### config.mk
export PLATFORM = sky130hd
export DESIGN_NAME = keypad_code_lock_controller
export DESIGN_NICKNAME = d
export VERILOG_FILES = /design/src/design/kclc_pkg.sv /design/src/design/keypad_code_lock_controller.sv /design/src/design/kclc_front.sv /design/src/design/kclc_back.sv
export SDC_FILE = /design/constraint.sdc
export NUM_CORES = 1
export LEC_CHECK = 0
export BUFFER_PORTS_ARGS = -buffer_cell sky130_fd_sc_hd__buf_2
export CELL_PAD_IN_SITES_DETAIL_PLACEMENT = 1
export CELL_PAD_IN_SITES_GLOBAL_PLACEMENT = 1
export CORE_MARGIN = 2
export CORE_UTILIZATION = 48
export DETAILED_ROUTE_END_ITERATION = 12
export MAX_ROUTING_LAYER = met4
export PLACE_DENSITY = 0.87
export SYNTH_ARGS = -nofsm -noshare
export SYNTH_HDL_FRONTEND = slang
export SYNTH_SLANG_ARGS = --single-unit
### constraint.sdc
create_clock -name clk -period 3.6 [get_ports clk]
set_input_delay 0.54 -clock clk [delete_from_list [all_inputs] [get_ports clk]]
set_output_delay 0.54 -clock clk [all_outputs]
set_load 0.02 [all_outputs]
### src/design/kclc_pkg.sv
// Shared types, codes and constants for the keypad code lock controller.
// Used by kclc_front, kclc_back and keypad_code_lock_controller; no dependencies.
package kclc_pkg;

	// Digits in one code entry
	localparam int CODE_LENGTH = 4;
	localparam int CNT_W       = $clog2(CODE_LENGTH + 1);
	localparam int IDX_W       = (CODE_LENGTH > 1) ? $clog2(CODE_LENGTH) : 1;

	// Field widths
	localparam int DIGIT_W  = 3;
	localparam int ATT_W    = 3;
	localparam int CD_W     = 8;
	localparam int STATUS_W = 4;
	localparam int MODE_W   = 2;
	localparam int OP_W     = 2;

	// Configuration port
	localparam int CFG_INDEX_W = 2;
	localparam int CFG_DATA_W  = 8;
	localparam logic [CFG_INDEX_W-1:0] REG_MAX_ATTEMPTS    = 2'd0;
	localparam logic [CFG_INDEX_W-1:0] REG_LOCKOUT_SECONDS = 2'd1;
	localparam logic [ATT_W-1:0] MAX_ATTEMPTS_RESET    = 3'd3;
	localparam logic [CD_W-1:0]  LOCKOUT_SECONDS_RESET = 8'd10;

	// Queue between front and back, and result queue
	localparam int QDEPTH = 2;
	localparam int QPTR_W = $clog2(QDEPTH);
	localparam int QCNT_W = $clog2(QDEPTH + 1);

	// Input op codes
	localparam logic [OP_W-1:0] OP_PRESS  = 2'd0;
	localparam logic [OP_W-1:0] OP_CHANGE = 2'd1;
	localparam logic [OP_W-1:0] OP_TICK   = 2'd2;

	// Valid button numbers
	localparam logic [DIGIT_W-1:0] BTN_LOW  = 3'd1;
	localparam logic [DIGIT_W-1:0] BTN_HIGH = 3'd4;

	// Classified command kinds
	localparam logic [1:0] CMD_NOP    = 2'd0;
	localparam logic [1:0] CMD_PRESS  = 2'd1;
	localparam logic [1:0] CMD_CHANGE = 2'd2;
	localparam logic [1:0] CMD_TICK   = 2'd3;

	// Lock modes
	localparam logic [MODE_W-1:0] MODE_NORMAL  = 2'd0;
	localparam logic [MODE_W-1:0] MODE_VERIFY  = 2'd1;
	localparam logic [MODE_W-1:0] MODE_NEWCODE = 2'd2;
	localparam logic [MODE_W-1:0] MODE_LOCKED  = 2'd3;

	// Result status codes
	localparam logic [STATUS_W-1:0] ST_TAKEN    = 4'd0;
	localparam logic [STATUS_W-1:0] ST_GRANTED  = 4'd1;
	localparam logic [STATUS_W-1:0] ST_DENIED   = 4'd2;
	localparam logic [STATUS_W-1:0] ST_LOCKED   = 4'd3;
	localparam logic [STATUS_W-1:0] ST_TICK     = 4'd4;
	localparam logic [STATUS_W-1:0] ST_DONE     = 4'd5;
	localparam logic [STATUS_W-1:0] ST_VERIFIED = 4'd6;
	localparam logic [STATUS_W-1:0] ST_REJECTED = 4'd7;
	localparam logic [STATUS_W-1:0] ST_CHANGED  = 4'd8;
	localparam logic [STATUS_W-1:0] ST_IGNORED  = 4'd9;

	typedef logic [DIGIT_W-1:0] digit_t;

	typedef struct packed {
		logic [OP_W-1:0]    op;
		logic [DIGIT_W-1:0] button;
	} kclc_in_t;

	typedef struct packed {
		logic [STATUS_W-1:0] status;
		logic [ATT_W-1:0]    attempts_left;
		logic [CD_W-1:0]     cooldown_left;
		logic [MODE_W-1:0]   mode_now;
		logic [2:0]          digits_entered;
	} kclc_out_t;

	typedef struct packed {
		logic [1:0] kind;
		digit_t     digit;
	} kclc_cmd_t;

	// Stored code after reset
	function automatic digit_t code_reset(input int i);
		digit_t d;
		case (i)
			0: d = 3'd1;
			1: d = 3'd2;
			2: d = 3'd3;
			3: d = 3'd4;
			default: d = 3'd0;
		endcase
		return d;
	endfunction

endpackage

### src/design/keypad_code_lock_controller.sv
// Top level of the keypad code lock controller: front end, back end and checks.
// Depends on kclc_pkg, kclc_front and kclc_back.
//
// Usage:
//   Input side is a queue: drive request (op, button) with push; the item is
//   taken on a clock edge where push is high and full is low.
//   Result side is a queue: while empty is low, result holds the oldest
//   result item (status, attempts, cooldown, mode, digit count); pop takes it.
//   Every input item yields exactly one result item, in order.
//   Configuration: cfg_we with cfg_index 0 (max_attempts) or 1
//   (lockout_seconds) and cfg_data; write only while the block is idle.
// Timing:
//   An item's result is registered: it sits at the head of the command queue
//   while the back end updates the lock state, and enters the result queue
//   when the back end takes it, once the result queue has room.
//   One item per cycle is sustained while the receiver keeps popping.
//   Both queues hold two items; when the receiver stops popping, the result
//   queue fills, the back end holds, then the command queue fills and full
//   rises. Nothing is lost.
// Reset:
//   arst_n clears the queues, loads code 1,2,3,4, three attempts, a
//   ten-tick lockout and normal mode.
module keypad_code_lock_controller (
	input  logic                             clk,
	input  logic                             arst_n,
	input  logic                             push,
	input  kclc_pkg::kclc_in_t               request,
	output logic                             full,
	input  logic                             pop,
	output logic                             empty,
	output kclc_pkg::kclc_out_t              result,
	input  logic                             cfg_we,
	input  logic [kclc_pkg::CFG_INDEX_W-1:0] cfg_index,
	input  logic [kclc_pkg::CFG_DATA_W-1:0]  cfg_data
);

	logic                cmd_valid;
	logic                cmd_take;
	kclc_pkg::kclc_cmd_t cmd;

	// Accept and classify items
	kclc_front u_front (
		.clk       (clk),
		.arst_n    (arst_n),
		.push      (push),
		.request   (request),
		.full      (full),
		.cmd_valid (cmd_valid),
		.cmd       (cmd),
		.cmd_take  (cmd_take)
	);

	// Carry out commands and queue results
	kclc_back u_back (
		.clk       (clk),
		.arst_n    (arst_n),
		.cfg_we    (cfg_we),
		.cfg_index (cfg_index),
		.cfg_data  (cfg_data),
		.cmd_valid (cmd_valid),
		.cmd       (cmd),
		.cmd_take  (cmd_take),
		.pop       (pop),
		.empty     (empty),
		.result    (result)
	);

`ifndef SYNTHESIS
	// The back end never takes from an empty command queue
	a_take_valid: assert property (@(posedge clk) disable iff (!arst_n)
		cmd_take |-> cmd_valid)
		else $error("command taken from empty queue");

	// Locked mode only with attempts used up
	a_locked_att: assert property (@(posedge clk) disable iff (!arst_n)
		(!empty && result.mode_now == kclc_pkg::MODE_LOCKED) |-> (result.attempts_left == '0))
		else $error("locked with attempts left");

	// A lockout status always reports locked mode
	a_lock_mode: assert property (@(posedge clk) disable iff (!arst_n)
		(!empty && (result.status == kclc_pkg::ST_LOCKED || result.status == kclc_pkg::ST_TICK))
		|-> (result.mode_now == kclc_pkg::MODE_LOCKED))
		else $error("lockout status outside locked mode");

	// A full entry is always consumed, so the count stays below the code length
	a_digit_count: assert property (@(posedge clk) disable iff (!arst_n)
		!empty |-> (32'(result.digits_entered) < kclc_pkg::CODE_LENGTH))
		else $error("digit count reached code length");
`endif

endmodule

### src/design/kclc_front.sv
// Front end of the keypad code lock: accepts input items, classifies them
// and holds them in a short command queue. Depends on kclc_pkg.
module kclc_front (
	input  logic               clk,
	input  logic               arst_n,
	input  logic               push,
	input  kclc_pkg::kclc_in_t request,
	output logic               full,
	output logic               cmd_valid,
	output kclc_pkg::kclc_cmd_t cmd,
	input  logic               cmd_take
);

	kclc_pkg::kclc_cmd_t               cls;
	kclc_pkg::kclc_cmd_t               q_mem_q [kclc_pkg::QDEPTH];
	logic [kclc_pkg::QPTR_W-1:0]       wr_q;
	logic [kclc_pkg::QPTR_W-1:0]       rd_q;
	logic [kclc_pkg::QCNT_W-1:0]       cnt_q;
	logic                              do_push;

	// Classify the incoming item
	always_comb begin
		cls.digit = request.button;
		case (request.op)
			kclc_pkg::OP_PRESS: begin
				if (request.button inside {[kclc_pkg::BTN_LOW:kclc_pkg::BTN_HIGH]})
					cls.kind = kclc_pkg::CMD_PRESS;
				else
					cls.kind = kclc_pkg::CMD_NOP;
			end
			kclc_pkg::OP_CHANGE: cls.kind = kclc_pkg::CMD_CHANGE;
			kclc_pkg::OP_TICK:   cls.kind = kclc_pkg::CMD_TICK;
			default:             cls.kind = kclc_pkg::CMD_NOP;
		endcase
	end

	assign full      = (cnt_q == kclc_pkg::QCNT_W'(kclc_pkg::QDEPTH));
	assign do_push   = push && !full;
	assign cmd_valid = (cnt_q != '0);
	assign cmd       = q_mem_q[rd_q];

	// Queue payload
	always_ff @(posedge clk) begin
		if (do_push)
			q_mem_q[wr_q] <= cls;
	end

	// Queue pointers and fill count
	always_ff @(posedge clk or negedge arst_n) begin
		if (!arst_n) begin
			wr_q  <= '0;
			rd_q  <= '0;
			cnt_q <= '0;
		end else begin
			if (do_push)
				wr_q <= wr_q + 1'b1;
			if (cmd_take)
				rd_q <= rd_q + 1'b1;
			if (do_push && !cmd_take)
				cnt_q <= cnt_q + 1'b1;
			else if (!do_push && cmd_take)
				cnt_q <= cnt_q - 1'b1;
		end
	end

endmodule

### src/design/kclc_back.sv
// Back end of the keypad code lock: configuration registers, lock state
// update for each command, and the result queue. Depends on kclc_pkg.
module kclc_back (
	input  logic                                 clk,
	input  logic                                 arst_n,
	input  logic                                 cfg_we,
	input  logic [kclc_pkg::CFG_INDEX_W-1:0]     cfg_index,
	input  logic [kclc_pkg::CFG_DATA_W-1:0]      cfg_data,
	input  logic                                 cmd_valid,
	input  kclc_pkg::kclc_cmd_t                  cmd,
	output logic                                 cmd_take,
	input  logic                                 pop,
	output logic                                 empty,
	output kclc_pkg::kclc_out_t                  result
);

	logic [kclc_pkg::ATT_W-1:0]   max_att_q;
	logic [kclc_pkg::CD_W-1:0]    lockout_q;

	kclc_pkg::digit_t             stored_q [kclc_pkg::CODE_LENGTH];
	kclc_pkg::digit_t             entry_q  [kclc_pkg::CODE_LENGTH];
	kclc_pkg::digit_t             full_entry [kclc_pkg::CODE_LENGTH];
	logic [kclc_pkg::CNT_W-1:0]   cnt_q, cnt_d;
	logic [kclc_pkg::ATT_W-1:0]   att_q, att_d;
	logic [kclc_pkg::MODE_W-1:0]  mode_q, mode_d;
	logic [kclc_pkg::CD_W-1:0]    cd_q, cd_d, cd_dec;
	logic [kclc_pkg::ATT_W-1:0]   att_dec;
	logic [kclc_pkg::STATUS_W-1:0] status;
	logic [kclc_pkg::IDX_W-1:0]   idx;
	logic                         match;
	logic                         entry_we;
	logic                         stored_we;

	kclc_pkg::kclc_out_t          res_mem_q [kclc_pkg::QDEPTH];
	logic [kclc_pkg::QPTR_W-1:0]  res_wr_q;
	logic [kclc_pkg::QPTR_W-1:0]  res_rd_q;
	logic [kclc_pkg::QCNT_W-1:0]  res_cnt_q;
	logic                         do_pop;
	kclc_pkg::kclc_out_t          res_new;

	// Result queue handshake; take a command when a slot is free or a pop frees one
	assign empty    = (res_cnt_q == '0);
	assign do_pop   = pop && !empty;
	assign result   = res_mem_q[res_rd_q];
	assign cmd_take = cmd_valid &&
		((res_cnt_q != kclc_pkg::QCNT_W'(kclc_pkg::QDEPTH)) || do_pop);

	// Build the entry as it stands with this digit, and compare
	assign idx = cnt_q[kclc_pkg::IDX_W-1:0];
	always_comb begin
		match = 1'b1;
		for (int i = 0; i < kclc_pkg::CODE_LENGTH; i++) begin
			full_entry[i] = (idx == kclc_pkg::IDX_W'(i)) ? cmd.digit : entry_q[i];
			if (full_entry[i] != stored_q[i])
				match = 1'b0;
		end
	end

	assign att_dec = (att_q != '0) ? att_q - 1'b1 : att_q;
	assign cd_dec  = (cd_q != '0) ? cd_q - 1'b1 : cd_q;

	// Next lock state and status for the command at the queue head
	always_comb begin
		mode_d    = mode_q;
		cnt_d     = cnt_q;
		att_d     = att_q;
		cd_d      = cd_q;
		entry_we  = 1'b0;
		stored_we = 1'b0;
		status    = kclc_pkg::ST_IGNORED;
		case (cmd.kind)
			kclc_pkg::CMD_PRESS: begin
				if (mode_q != kclc_pkg::MODE_LOCKED) begin
					entry_we = 1'b1;
					if (cnt_q != kclc_pkg::CNT_W'(kclc_pkg::CODE_LENGTH - 1)) begin
						cnt_d  = cnt_q + 1'b1;
						status = kclc_pkg::ST_TAKEN;
					end else begin
						cnt_d = '0;
						case (mode_q)
							kclc_pkg::MODE_NORMAL: begin
								if (match) begin
									att_d  = max_att_q;
									status = kclc_pkg::ST_GRANTED;
								end else if (att_dec == '0) begin
									att_d  = att_dec;
									mode_d = kclc_pkg::MODE_LOCKED;
									cd_d   = lockout_q;
									status = kclc_pkg::ST_LOCKED;
								end else begin
									att_d  = att_dec;
									status = kclc_pkg::ST_DENIED;
								end
							end
							kclc_pkg::MODE_VERIFY: begin
								if (match) begin
									mode_d = kclc_pkg::MODE_NEWCODE;
									status = kclc_pkg::ST_VERIFIED;
								end else begin
									mode_d = kclc_pkg::MODE_NORMAL;
									att_d  = max_att_q;
									status = kclc_pkg::ST_REJECTED;
								end
							end
							default: begin
								stored_we = 1'b1;
								mode_d    = kclc_pkg::MODE_NORMAL;
								att_d     = max_att_q;
								status    = kclc_pkg::ST_CHANGED;
							end
						endcase
					end
				end
			end
			kclc_pkg::CMD_CHANGE: begin
				if (mode_q == kclc_pkg::MODE_NORMAL && cnt_q == '0) begin
					mode_d = kclc_pkg::MODE_VERIFY;
					status = kclc_pkg::ST_TAKEN;
				end
			end
			kclc_pkg::CMD_TICK: begin
				if (mode_q == kclc_pkg::MODE_LOCKED) begin
					cd_d = cd_dec;
					if (cd_dec != '0) begin
						status = kclc_pkg::ST_TICK;
					end else begin
						mode_d = kclc_pkg::MODE_NORMAL;
						cnt_d  = '0;
						att_d  = max_att_q;
						status = kclc_pkg::ST_DONE;
					end
				end
			end
			default: status = kclc_pkg::ST_IGNORED;
		endcase
	end

	// Result item for this step
	always_comb begin
		res_new.status         = status;
		res_new.attempts_left  = att_d;
		res_new.cooldown_left  = cd_d;
		res_new.mode_now       = mode_d;
		res_new.digits_entered = 3'(cnt_d);
	end

	// Entry digits and result payload hold no reset
	always_ff @(posedge clk) begin
		if (cmd_take && entry_we)
			entry_q[idx] <= cmd.digit;
		if (cmd_take)
			res_mem_q[res_wr_q] <= res_new;
	end

	// Configuration, lock state, stored code and result queue control
	always_ff @(posedge clk or negedge arst_n) begin
		if (!arst_n) begin
			max_att_q <= kclc_pkg::MAX_ATTEMPTS_RESET;
			lockout_q <= kclc_pkg::LOCKOUT_SECONDS_RESET;
			for (int i = 0; i < kclc_pkg::CODE_LENGTH; i++)
				stored_q[i] <= kclc_pkg::code_reset(i);
			cnt_q     <= '0;
			att_q     <= kclc_pkg::MAX_ATTEMPTS_RESET;
			mode_q    <= kclc_pkg::MODE_NORMAL;
			cd_q      <= '0;
			res_wr_q  <= '0;
			res_rd_q  <= '0;
			res_cnt_q <= '0;
		end else begin
			if (cfg_we) begin
				case (cfg_index)
					kclc_pkg::REG_MAX_ATTEMPTS:    max_att_q <= cfg_data[kclc_pkg::ATT_W-1:0];
					kclc_pkg::REG_LOCKOUT_SECONDS: lockout_q <= cfg_data[kclc_pkg::CD_W-1:0];
					default: ;
				endcase
			end
			if (cmd_take) begin
				cnt_q    <= cnt_d;
				att_q    <= att_d;
				mode_q   <= mode_d;
				cd_q     <= cd_d;
				res_wr_q <= res_wr_q + 1'b1;
				if (stored_we) begin
					for (int i = 0; i < kclc_pkg::CODE_LENGTH; i++)
						stored_q[i] <= full_entry[i];
				end
			end
			if (do_pop)
				res_rd_q <= res_rd_q + 1'b1;
			if (cmd_take && !do_pop)
				res_cnt_q <= res_cnt_q + 1'b1;
			else if (!cmd_take && do_pop)
				res_cnt_q <= res_cnt_q - 1'b1;
		end
	end

endmodule

==> results.py <==
metrics = {
    "synthesis": {
        "yosysMostFrequentCell": "edfxtp_1",
        "yosysSeqAreaShare_pct": 51.9,
        "syn_inst": 548,
        "syn-cell-area_um2": 5880,
        "async_reset_ff_share_pct": 43.1,
        "synth_edf_count": 62,
        "ys_seq_elements": 109,
        "yosys-top-cells-area": "edfxtp_1 (32%), dfrtp_1 (15%), mux2_2 (7.5%)",
        "postSynthNetCount": 578,
        "synth_top_area_share_pct": 31.6,
        "ys.warnings.count": 0,
        "syn_area_per_cell_um2": 10.7,
        "yosysUniqueCellTypes": 69,
        "yosysTopAreaCell": "edfxtp_1",
        "ys.flop_type": "edfxtp_1",
        "synth_commonest_cells": "edfxtp_1 (62), nor2_1 (47), nand2_1 (41)",
    },
    "cts": {
        "clk_latency_ns": 0.36,
        "htreeDepth": 3,
        "clockBufferDepth": 2,
        "cts_sinks": 109,
        "postCtsSetupBuffers": 0,
        "numCtsBuffers": 9,
        "cts.clk_slew.worst_paths_ns": 0.07,
        "cts_tree": "yes",
        "clockRootBuffer": "clkbuf_16",
    },
    "finish": {
        "antenna_cells": 0,
        "fin_util_pct": 54.5,
        "n_fill_cell": 1326,
        "layout-drive-gt1-share_pct": 22.2,
        "syn2layout_area_growth_pct": 11.3,
        "num-nets-final": 614,
        "fin_area_um2": 6550,
    },
    "sta": {
        "rsz0062_at_grt": "false",
        "worst_hold_slack_ns": 0.299,
        "final_max_slew_viol_count": 0,
        "period_needed_ns": 3.42,
        "finalCritPeriodShare_pct": 95.1,
        "setup_viol_count_final": 0,
        "setup-tns-final_ns": 0,
        "skew_ns": 0.0104,
        "timing.fmax_mhz": 292,
        "worstMarginPinSlew_ns": 0.964,
        "relSlewSlack_pct": 35.8,
        "hold_viol": 0,
    },
    "placement": {
        "finalWeightedCongestion": 0.936,
        "io_buffers": 41,
        "hpwl_um": 11200,
        "place_area_um2": 6240,
    },
    "floorplanning": {
        "pin_count": 42,
        "initial_core_util_pct": 49.0,
        "rows": 40,
        "dieHeight_um": 115,
        "core-area_um2": 12000,
        "die-width_um": 115,
        "die_area_um2": 13200,
    },
    "worst_setup_path": {
        "rr_worst_depth": 10,
        "cp_max_fo": 6,
        "reg2reg_to": "u_back.att_q[1]$_DFFE_PN1P_",
        "rr_startpoint": "u_back.cd_q[0]$_DFFE_PN0P_",
        "critPathKind": "reg2reg",
        "worstPathArrival_ns": 3.70,
        "reg2reg_slack_ns": 0.18,
        "cp_data_required_time_ns": 3.88,
        "start_kind": "register",
        "endpoint_kind": "register",
    },
    "global_route": {
        "track_usage_pct": 25.5,
        "grt_pass1_vias": 4665,
        "grt_pass1_wl_um": 24700,
        "grt_start_max_net_pins": 38,
        "grt_overflow": 0,
        "antenna_found_initial": 0,
    },
    "power_and_ir_drop": {
        "ir_worst_vdd_mv": 0.525,
        "powerDensity_nw_per_um2": 926,
        "total_power_mw": 6.07,
        "power.leakage_nw": 2.55,
    },
    "routing": {
        "wl_met3_um": 790,
        "route.vias.total": 4543,
        "routed.top_layer": "met4",
        "m1WireLength_um": 6650,
        "vias_per_cell": 6.17,
        "drc_errors": 0,
        "drtAntennaViolNets": 0,
        "firstDrtPassIters": 4,
        "drt_wl_total_um": 15400,
        "dr_wl_met2_um": 7660,
        "drt_iter0_drc": 298,
        "post_drt_wl_per_cell_um": 20.9,
    },
    "worst_hold_path": {
        "hold_class": "in2async",
    },
    "status": {
        "outcome": "finished, final reports clean",
    },
    "flow_run": {
        "max_cap_viol_count": 0,
    },
}
[per-stage QoR]
step	setup slack, ns	instances
after global placement	0.257	720
after floorplan	0.493	548
after global routing	0.00534	736
after detailed placement	0.180	720
final	0.178	736
after CTS	0.155	736
[worst max-delay path: stages, from the launching register on]
cell      delay, ns
dfrtp_1        0.38
inv_1          0.15
ha_1           0.19
or4b_2         0.66
or2_2          0.32
o32ai_1        0.36
nand4_1        0.24
a211o_1        0.47
o21bai_1       0.23
nor4_1         0.24
nor4_1         0.11
[worst max-delay path by stage]
stage	start	end	slack, ns	depth (start not counted)
after global placement	u_front.rd_q$_DFFE_PN0P_	u_back.res_mem_q[0][5]$_DFFE_PP_	0.26	8
after detailed placement	u_front.rd_q$_DFFE_PN0P_	u_back.res_mem_q[1][10]$_DFFE_PP_	0.18	8
after global routing	u_back.cd_q[0]$_DFFE_PN0P_	u_back.att_q[1]$_DFFE_PN1P_	0.005	10
after CTS	u_front.rd_q$_DFFE_PN0P_	u_back.res_mem_q[0][10]$_DFFE_PP_	0.16	8
after floorplan	u_back.cd_q[0]$_DFFE_PN0P_	u_back.att_q[1]$_DFFE_PN1P_	0.49	11
final	u_back.cd_q[0]$_DFFE_PN0P_	u_back.att_q[1]$_DFFE_PN1P_	0.18	10
[power by group]
part	switching, mW	internal [mW]
clock	0.440	0.552
combinational	1.69	1.05
sequential	0.398	1.93
[per-layer routing]
metal	vias up	GRT usage, %
li1	2110	-
met1	2269	30.9
met2	137	42.6
met3	27	5.45
met4	0	8.51
met5	-	-
[sequential cells by signal (all words and copies together), names as in the netlist, 3 cells and up]
register	flops
u_back.cd_q	8
u_back.entry_q	12
u_back.cnt_q	3
u_back.lockout_q	8
u_back.stored_q	12
u_front.q_mem_q	10
u_back.res_mem_q	40
u_back.max_att_q	3
u_back.att_q	3
[logic make-up (layout without fill, tap and decap cells)]
family,after synthesis,in the layout,share of synthesized area [%]
simple gates,168,168,14.1
compound gates,143,143,16.1
flops,109,109,51.9
buf+inv,55,96,3.98
mux,49,49,9.80
xor+xnor,14,14,2.08
fa+ha+maj,10,10,2.13
[what timing repair did]
| item | 4_1_cts | 5_1_grt |
|---|---|---|
| setup endpoints to repair | 0 | 36 |
| hold buffers | 0 | 0 |
| resized for setup | 0 | 4 |
[layout by cell type, fill, tap and decap left out, drive strengths merged, types with 12 or more instances in the layout]
cell type  count
a21oi         36
edfxtp        62
mux2          39
a211oi        12
nor3          17
clkbuf        13
nand2b        16
inv           25
buf           55
nand2         41
o21ai         34
nor2          47
dfrtp         36
[area by class of cell]
| type | count | area (um2) | area share (%) |
|---|---|---|---|
| clock buffer | 13 | 283 | 4.32 |
| timing repair buffer | 55 | 310 | 4.74 |
| multi-input combinational | 384 | 2610 | 39.8 |
| clock inverter | 3 | 17.5 | 0.267 |
| sequential | 109 | 3050 | 46.6 |
| tap | 147 | 184 | 2.81 |
| inverter | 25 | 93.8 | 1.43 |
Power figures use the tool's default switching activity.
